`src/hdl/dbwc_pkg.sv`:
```
// shared types, constants and helpers for the delay-based window controller
package dbwc_pkg;

	localparam int MAX_SAMPLES = 64;
	localparam int ADDR_W      = $clog2(MAX_SAMPLES);
	localparam int CNT_W       = $clog2(MAX_SAMPLES + 1);

	localparam int RTT_W      = 32;
	localparam int PROB_W     = 24;
	localparam int BETA_W     = 16;
	localparam int SC_W       = 7;
	localparam int WIN_W      = 32;
	localparam int CFG_IDX_W  = 3;
	localparam int CFG_DATA_W = 32;
	localparam int PROD_W     = PROB_W + RTT_W;

	localparam logic [BETA_W-1:0] BETA_RST         = BETA_W'(6554);
	localparam logic [PROB_W-1:0] P_MIN_RST        = PROB_W'(168);
	localparam logic [PROB_W-1:0] P_MAX_RST        = PROB_W'(1677722);
	localparam logic [SC_W-1:0]   SAMPLE_COUNT_RST = SC_W'(30);
	localparam logic [WIN_W-1:0]  INIT_WINDOW_RST  = WIN_W'(1);

	typedef enum logic [CFG_IDX_W-1:0] {
		CFG_BETA         = 3'd0,
		CFG_P_MIN        = 3'd1,
		CFG_P_MAX        = 3'd2,
		CFG_SAMPLE_COUNT = 3'd3,
		CFG_INIT_WINDOW  = 3'd4
	} cfg_idx_t;

	typedef enum logic [2:0] {
		ST_IDLE,
		ST_SCAN,
		ST_MUL,
		ST_DIV,
		ST_CMP,
		ST_OUT
	} state_t;

	typedef struct packed {
		logic              start;
		logic [PROD_W-1:0] dividend;
		logic [RTT_W-1:0]  divisor;
	} div_req_t;

	typedef struct packed {
		logic              done;
		logic [PROB_W-1:0] quotient;
	} div_rsp_t;

	// zero counts as one, anything past the ring depth counts as the depth
	function automatic logic [CNT_W-1:0] used_count(input logic [SC_W-1:0] sc);
		logic [CNT_W-1:0] n;
		if (sc == '0) begin
			n = CNT_W'(1);
		end else if (int'(sc) > MAX_SAMPLES) begin
			n = CNT_W'(MAX_SAMPLES);
		end else begin
			n = CNT_W'(sc);
		end
		return n;
	endfunction

endpackage

```
`src/hdl/dbwc_divider.sv`:
```
// restoring divider, one quotient bit per cycle, quotient known to fit PROB_W bits
module dbwc_divider import dbwc_pkg::*; (
	input  logic     clk,
	input  logic     arst_n,
	input  div_req_t req,
	output div_rsp_t rsp
);

	localparam int STEP_W = $clog2(PROB_W + 1);

	logic              busy_q;
	logic              done_q;
	logic [STEP_W-1:0] step_q;
	logic [RTT_W-1:0]  rem_q;
	logic [RTT_W-1:0]  den_q;
	logic [PROB_W-1:0] num_q;
	logic [PROB_W-1:0] quo_q;

	logic [RTT_W:0]    shifted;
	logic [RTT_W:0]    trial;
	logic              qbit;

	always_comb begin
		shifted = {rem_q, num_q[PROB_W-1]};
		trial   = shifted - {1'b0, den_q};
		qbit    = (shifted >= {1'b0, den_q});
	end

	always_ff @(posedge clk or negedge arst_n) begin
		if (!arst_n) begin
			busy_q <= 1'b0;
			done_q <= 1'b0;
			step_q <= '0;
		end else begin
			done_q <= 1'b0;
			if (req.start) begin
				busy_q <= 1'b1;
				step_q <= STEP_W'(PROB_W);
			end else if (busy_q) begin
				step_q <= step_q - STEP_W'(1);
				if (step_q == STEP_W'(1)) begin
					busy_q <= 1'b0;
					done_q <= 1'b1;
				end
			end
		end
	end

	// upper dividend bits start below the divisor, so the remainder stays in RTT_W bits
	always_ff @(posedge clk) begin
		if (req.start) begin
			rem_q <= req.dividend[PROD_W-1 -: RTT_W];
			num_q <= req.dividend[PROB_W-1:0];
			den_q <= req.divisor;
			quo_q <= '0;
		end else if (busy_q) begin
			rem_q <= qbit ? trial[RTT_W-1:0] : shifted[RTT_W-1:0];
			num_q <= {num_q[PROB_W-2:0], 1'b0};
			quo_q <= {quo_q[PROB_W-2:0], qbit};
		end
	end

	assign rsp.done     = done_q;
	assign rsp.quotient = quo_q;

endmodule

```
`config.mk`:
```
export PLATFORM = sky130hd
export DESIGN_NAME = dbwc_divider
export DESIGN_NICKNAME = d
export VERILOG_FILES = /design/src/hdl/dbwc_pkg.sv /design/src/hdl/dbwc_divider.sv
export SDC_FILE = /design/constraint.sdc
export NUM_CORES = 1
export LEC_CHECK = 0
export BUFFER_PORTS_ARGS = -buffer_cell sky130_fd_sc_hd__buf_2
export CORE_MARGIN = 2
export CORE_UTILIZATION = 40
export CTS_BUF_LIST = sky130_fd_sc_hd__clkbuf_4
export CTS_CLUSTER_DIAMETER = 40
export DETAILED_ROUTE_END_ITERATION = 16
export PLACE_DENSITY = 0.59
export SLEW_MARGIN = 25
export SYNTH_ARGS = -nofsm -noshare
export SYNTH_HDL_FRONTEND = slang
export SYNTH_SLANG_ARGS = --single-unit
```
`constraint.sdc`:
```
create_clock -name clk -period 7.15 [get_ports clk]
set_input_delay 1.43 -clock clk [delete_from_list [all_inputs] [get_ports clk]]
set_output_delay 1.43 -clock clk [all_outputs]
set_load 0.02 [all_outputs]
```
==> results.md, run 1 <==
* Final Wtd Congestion at 0.8723
* Largest net degree at the start of global routing at 114
* PortBufs at 115
* Wire per inst at 16.27 um
* Number of global-route vias before repair at 5329
* Largest stage delay, worst path at 0.74 ns
* DRT iter0 DRCs at 282
* Mean number of vias per cell at 5.353
* CP max-delay cell: and2_1
* CTS root buf: clkbuf_4
* CTS Hold Bufs at 0
* Hold crit path type: register to register
* Layout area overhead at 14.92%
* Area contributors post-synth: edfxtp_1 (38%), dfxtp_1 (6.9%), ha_1 (6.1%)
* RSZ-0062 raised after global routing: no
* Die H at 136.0 um
* Final Net Count at 875
* Layout cell share with drive strength beyond 1 at 26.12%
* Fmax at 254.7 MHz
* Fin crit period at 3.926 ns
* Hold Fails Final Rpt at 0
* Total CTS buffers at 17
* Initial Util at 40.58%
* CP Buf/Inv Count at 2
* Worst slew pin tran at 0.8850 ns
* Post-synth EDFFs at 88
* DP Wirelength at 11180 um
* Kind of cell adding the most delay to the critical path: compound AO/OA/AOI/OAI gates
* Library cells used by synthesis at 65
* Slew Limit Fails at 0
* Max-cap violations at 0
* Vias post-DR at 5289
* Yosys reg bits at 119
* Number of remaining DRC errors at 0
* Worst VDD drop at 0.1904 mV
* Max transition margin at 41.00%
* Die area at 18500 um2
* Htree depth at 4
* Crit-path cells: ha_1 > a21o_1 > a21o_1 > a21oi_1 > o41ai_2 > a2111oi_2 > buf_4 > and2_1 > buf_4 > o311ai_0
* Fill count at 1636
* Syn avg cell area at 10.74 um2
* Worst Path Max Fanout at 34
* Core area at 17180 um2
* Worst skew pair latency at 0.56 ns
* DR pass1 iterations at 4
* GRT Util Overall at 17.89%
* Reg2reg setup slack at 3.22 ns
* Top cell type's share of synthesized area at 37.91%
* Syn Inst Count at 649
* Std cell rows at 48
* TNS Setup at 0 ns
* Final cell utilization of the core at 46.63%
* Worst Clk Skew at 0.02038 ns
* Fin crit share at 54.90%
* Synth area leader: edfxtp_1
* Final WL at 16070 um
* IO Count at 116
* Initial antenna violation count at 2
* Critical path capture point type: register
* Ys flop type: edfxtp_1
* Cell Pwr Density at 358.7 nW/um2
* Post-CTS Resized at 0
* Die span in x at 136.0 um
* Ys async rst share at 5.882%
* WP data arrival at 4.21 ns
* Critical path class: register to register
* Outcome: finished clean
* Cell area after layout at 8010 um2
* TritonCTS clock tree: built
* YS warnings at 0
* Placed instance area at 7712 um2
* CP Launch Type: register
* Clock sinks at 119
* Leak at 3.526 nW
* Post-CTS setup buffer count at 0
* Longest Clk Path Bufs at 2
* Critical path required time at 7.43 ns
* Worst-path clk slew at 0.14 ns
* Mapped Area at 6970 um2
* First-pass GRT wire length at 26000 um
* Final Setup Violations at 0
* Grt ovf at 0
* Register area share after synthesis at 47.32%
* Post-DRT Antenna Nets at 0
* Post-Syn Nets at 775
## cells in the final DEF (no fill, tap or decap), types with 11 or more instances in the layout
cell      count
xor2_1       13
mux2i_1      26
buf_2       114
nor2_1       49
a21o_1       11
mux2_2       23
edfxtp_1     88
inv_1        47
dfxtp_1      24
a21oi_1      36
clkbuf_4     17
nand2_1      44
nand4b_1     18
nand3_1      11
xnor2_1      15
ha_1         34
nor2b_1      17
a211oi_1     11
## synth_stat cells, types with 17 or more instances
library cell / number
a21oi_1: 36
clkbuf_1: 26
dfxtp_1: 24
edfxtp_1: 88
ha_1: 34
inv_1: 47
mux2_2: 23
mux2i_1: 26
nand2_1: 44
nand4b_1: 18
nor2_1: 49
nor2b_1: 17
## registers in the layout, summed over array words and instances (netlist names)
| register | flops |
|---|---|
| num_q | 24 |
| den_q | 32 |
| quo_q | 24 |
| rem_q | 32 |
| busy_q | 1 |
| done_q | 1 |
| step_q | 5 |
## cell type report
type	instances	area [um2]	share of cell area, %
multi-input cells	443	3329	41.57
flip-flops and latches	119	3298	41.17
repair buffers	121	626.9	7.826
clock inverters	15	167.7	2.093
clock buffers	17	127.6	1.593
inverters	47	176.4	2.202
well taps	225	281.5	3.515
diodes	1	2.502	0.03124
## worst reg2reg max path, cell delays in order, from the launching register on
cell       delay, ns
edfxtp_1        0.42
ha_1            0.38
a21o_1          0.20
a21o_1          0.17
a21oi_1         0.29
o41ai_2         0.14
a2111oi_2       0.31
buf_4           0.43
and2_1          0.75
buf_4           0.39
o311ai_0        0.17
## cell families after synthesis
| family | count (synthesis) | share of synthesized area [%] |
|---|---|---|
| AO/OA/AOI/OAI | 144 | 16.16 |
| flip-flops | 119 | 47.32 |
| adder cells (fa/ha/maj) | 35 | 6.390 |
| multiplexers | 49 | 7.449 |
| AND/OR/NAND/NOR | 187 | 14.13 |
| XOR/XNOR | 28 | 3.518 |
| buffers and inverters | 87 | 5.044 |
## per-stage QoR
stage,cells,setup slack (ns),total power [W],hold WS (ns)
detailed placement,955,3.265,0.002353,0.4909
floorplan,649,3.783,0.002050,0.4854
global placement,955,3.389,0.002331,0.4706
CTS,987,3.213,0.002888,0.5244
global route,988,2.990,0.003089,0.5593
finish,988,3.224,0.002873,0.5243
## where the power goes
part | switching [W] | internal, W | leakage, nW
clock network | 0.000327 | 0.000194 | 0.166
logic | 0.000804 | 0.000563 | 2.17
registers | 0.0000745 | 0.000911 | 1.19
total | 0.00120 | 0.00167 | 3.53
## per-layer routing
| metal | share of wire [%] | global-route usage, % |
|---|---|---|
| met1 | 46 | 22.96 |
| met5 | 0 | 0 |
| met3 | 5.5 | 5.220 |
| met2 | 47 | 28.73 |
| met4 | 1.9 | 6.424 |
## worst paths after layout
path	from	depth (start not counted)	end
min	quo_q[23]	2	quo_q[23]
max reg2reg	rem_q[25]	10	rem_q[3]
max	rem_q[25]	10	rem_q[3]
min in group asynchronous	arst_n	1	step_q[0]
min reg2reg	quo_q[23]	2	quo_q[23]
max in group asynchronous	arst_n	1	busy_q
(Power assumes the default switching activity.)
==> inputs of run 2 (changes only) <==
Settings changed: PLACE_DENSITY 0.59 to 0.61.
Clock period 7.15 ns to 3.14 ns, I/O delays scaled along.
==> run 2 against run 1 <==
Compared with the run above: flip-flop and latch count unchanged; fmax increased by 33%; non-clock buffer count is 33 higher; cell area is 4.6% higher; die area unchanged; setup slack worse by 3.0 ns; combinational power increased to 2.6 times the previous value; global-route usage rose by 0.61 points; register-to-register slack worse by 3.0 ns; critical path type unchanged; critical endpoint is now rem_q[25].
==> results.md, run 2 (synthesis results as in run 1) <==
* Worst skew pair latency at 0.55 ns (was 0.56 ns)
* Longest Clk Path Bufs at 2 (unchanged)
* Layout cell share with drive strength beyond 1 at 30.19% (was 26.12%)
* Fin crit period at 2.954 ns (was 3.926 ns)
* Hold Fails Final Rpt at 0 (unchanged)
* Cell Pwr Density at 830.7 nW/um2 (was 358.7 nW/um2)
* Post-DRT Antenna Nets at 0 (unchanged)
* Max transition margin at 57.96% (was 41.00%)
* Worst Path Max Fanout at 13 (was 34)
* TNS Setup at 0 ns (unchanged)
* Final Wtd Congestion at 0.9073 (was 0.8723)
* DRT iter0 DRCs at 328 (was 282)
* Number of global-route vias before repair at 5464 (was 5329)
* Fmax at 338.5 MHz (was 254.7 MHz)
* CP max-delay cell: or4_4 (was and2_1)
* Hold crit path type: input port to register (was register to register)
* DR pass1 iterations at 6 (was 4)
* Crit-path cells: ha_1 > and4_1 > nand2_1 > or4_4 > o41ai_4 > a2111oi_4 > buf_4 > or3b_2 > a21oi_1 (was ha_1 > a21o_1 > a21o_1 > a21oi_1 > o41ai_2 > a2111oi_2 > buf_4 > and2_1 > buf_4 > o311ai_0)
* Largest net degree at the start of global routing at 69 (was 114)
* CP Launch Type: register (unchanged)
* GRT Util Overall at 18.50% (was 17.89%)
* First-pass GRT wire length at 26950 um (was 26000 um)
* Critical path required time at 3.54 ns (was 7.43 ns)
* Top Registers: den_q (32), rem_q (32) (unchanged)
* Layout area overhead at 20.19% (was 14.92%)
* DP Wirelength at 12130 um (was 11180 um)
* Critical path class: register to register (unchanged)
* Initial Util at 40.58% (unchanged)
* PortBufs at 115 (unchanged)
* WP data arrival at 3.35 ns (was 4.21 ns)
* Setup WS pre-CTS at 0.07714 ns (was 3.265 ns)
* Grt ovf at 0 (unchanged)
* Initial antenna violation count at 1 (was 2)
* Max-cap violations at 0 (unchanged)
* Die H at 136.0 um (unchanged)
* Largest stage delay, worst path at 0.51 ns (was 0.74 ns)
* TritonCTS clock tree: built (unchanged)
* Number of remaining DRC errors at 0 (unchanged)
* Mean number of vias per cell at 5.380 (was 5.353)
* Fin crit share at 94.09% (was 54.90%)
* Worst VDD drop at 0.3533 mV (was 0.1904 mV)
* Most frequent cells in the layout: buf_2 (114), edfxtp_1 (88), nor2_1 (49) (unchanged)
* Die area at 18500 um2 (unchanged)
* Worst Clk Skew at 0.02783 ns (was 0.02038 ns)
* Critical path capture point type: register (unchanged)
* Worst slew pin tran at 0.6225 ns (was 0.8850 ns)
* Slew Limit Fails at 0 (unchanged)
* Final WL at 16550 um (was 16070 um)
* Final Setup Violations at 0 (unchanged)
* Core area at 17180 um2 (unchanged)
* IO Count at 116 (unchanged)
* Die span in x at 136.0 um (unchanged)
* Total CTS buffers at 17 (unchanged)
* Final Net Count at 908 (was 875)
* RSZ-0062 raised after global routing: no (unchanged)
* CTS root buf: clkbuf_4 (unchanged)
* Vias post-DR at 5493 (was 5289)
* Worst Setup Slack, final at 0.1855 ns (was 3.224 ns)
* Clock sinks at 119 (unchanged)
* Worst-path clk slew at 0.14 ns (about the same)
* Outcome: finished clean (unchanged)
* Leak at 3.733 nW (was 3.526 nW)
* Std cell rows at 48 (unchanged)
* Htree depth at 4 (unchanged)
* Fill count at 1637 (was 1636)
* Most common cell after layout, fill and taps aside: buf_2 (unchanged)
* Wire per inst at 16.20 um (was 16.27 um)
## run 2: cell count changes in the layout (fill, tap and decap cells not counted), sizes merged
cell / previous run / this run
clkinv: 1 / 3
inv: 60 / 57
dlygate4sd3: 0 / 1
buf: 121 / 153
bufinv: 1 / 2
## run 2: layer usage
metal	global-route usage [%]	share of wire, %
met1	23.61	45
met5	0	0
met4	5.324	1.0
met3	5.444	6.2
met2	30.43	48
## run 2: what timing repair did
| item | in CTS | in global routing |
|---|---|---|
| setup endpoints to repair | 0 | 25 |
| setup buffers | 0 | 1 |
| endpoints found under the hold margin | 7 | 0 |
| resized for setup | 0 | 13 |
| hold buffers | 1 | 0 |
## run 2: final timing paths
| path | cells past startpoint | from | slack [ns] | to |
|---|---|---|---|---|
| setup / recovery | 9 | rem_q[14] | 0.19 | rem_q[25] |
| hold / removal | 1 | req[2] | 0.24 | den_q[2] |
| setup reg to reg | 9 | rem_q[14] | 0.19 | rem_q[25] |
| hold reg to reg | 2 | quo_q[23] | 0.50 | quo_q[23] |
| max in group asynchronous | 2 | arst_n | 2.55 | step_q[4] |
| min in group asynchronous | 2 | arst_n | 0.43 | step_q[3] |
## run 2: critical path: cells and delay by family (launching register included)
kind                       cells  cell delay [ns]
buffers and inverters          1             0.21
adders and majority gates      1             0.34
AOI/OAI and AO/OA              3             0.54
and+or+nand+nor                4             1.31
DFF                            1             0.42
## run 2: through the flow
step                      total power [W]  utilization [%]  instance area, um2  hold slack, ns  cells
after floorplan                  0.004669                -                6970          0.3324    649
after global placement           0.005644            46.62                8008          0.4700    986
after detailed placement         0.005698            46.62                8008          0.4762    986
after CTS                        0.006902            48.37                8308          0.1851   1019
after global routing             0.007456            48.78                8378          0.1918   1021
final                            0.006959            48.78                8378          0.2380   1021
## run 2: cell type report
| cell class | count | area [um2] | area share, % |
|---|---|---|---|
| antenna | 1 | 2.502 | 0.02987 |
| clock buffer | 17 | 127.6 | 1.523 |
| clock inverter | 15 | 162.7 | 1.941 |
| inverter | 47 | 176.4 | 2.106 |
| multi-input combinational | 443 | 3390 | 40.46 |
| sequential | 119 | 3298 | 39.37 |
| tap | 225 | 281.5 | 3.360 |
| timing repair buffer | 154 | 939.7 | 11.22 |
## run 2: report_power, final
part | switching [W] | internal, W | total [W]
Combinational | 0.00194 | 0.00159 | 0.00353
Sequential | 0.000178 | 0.00208 | 0.00225
Clock | 0.000682 | 0.000492 | 0.00117
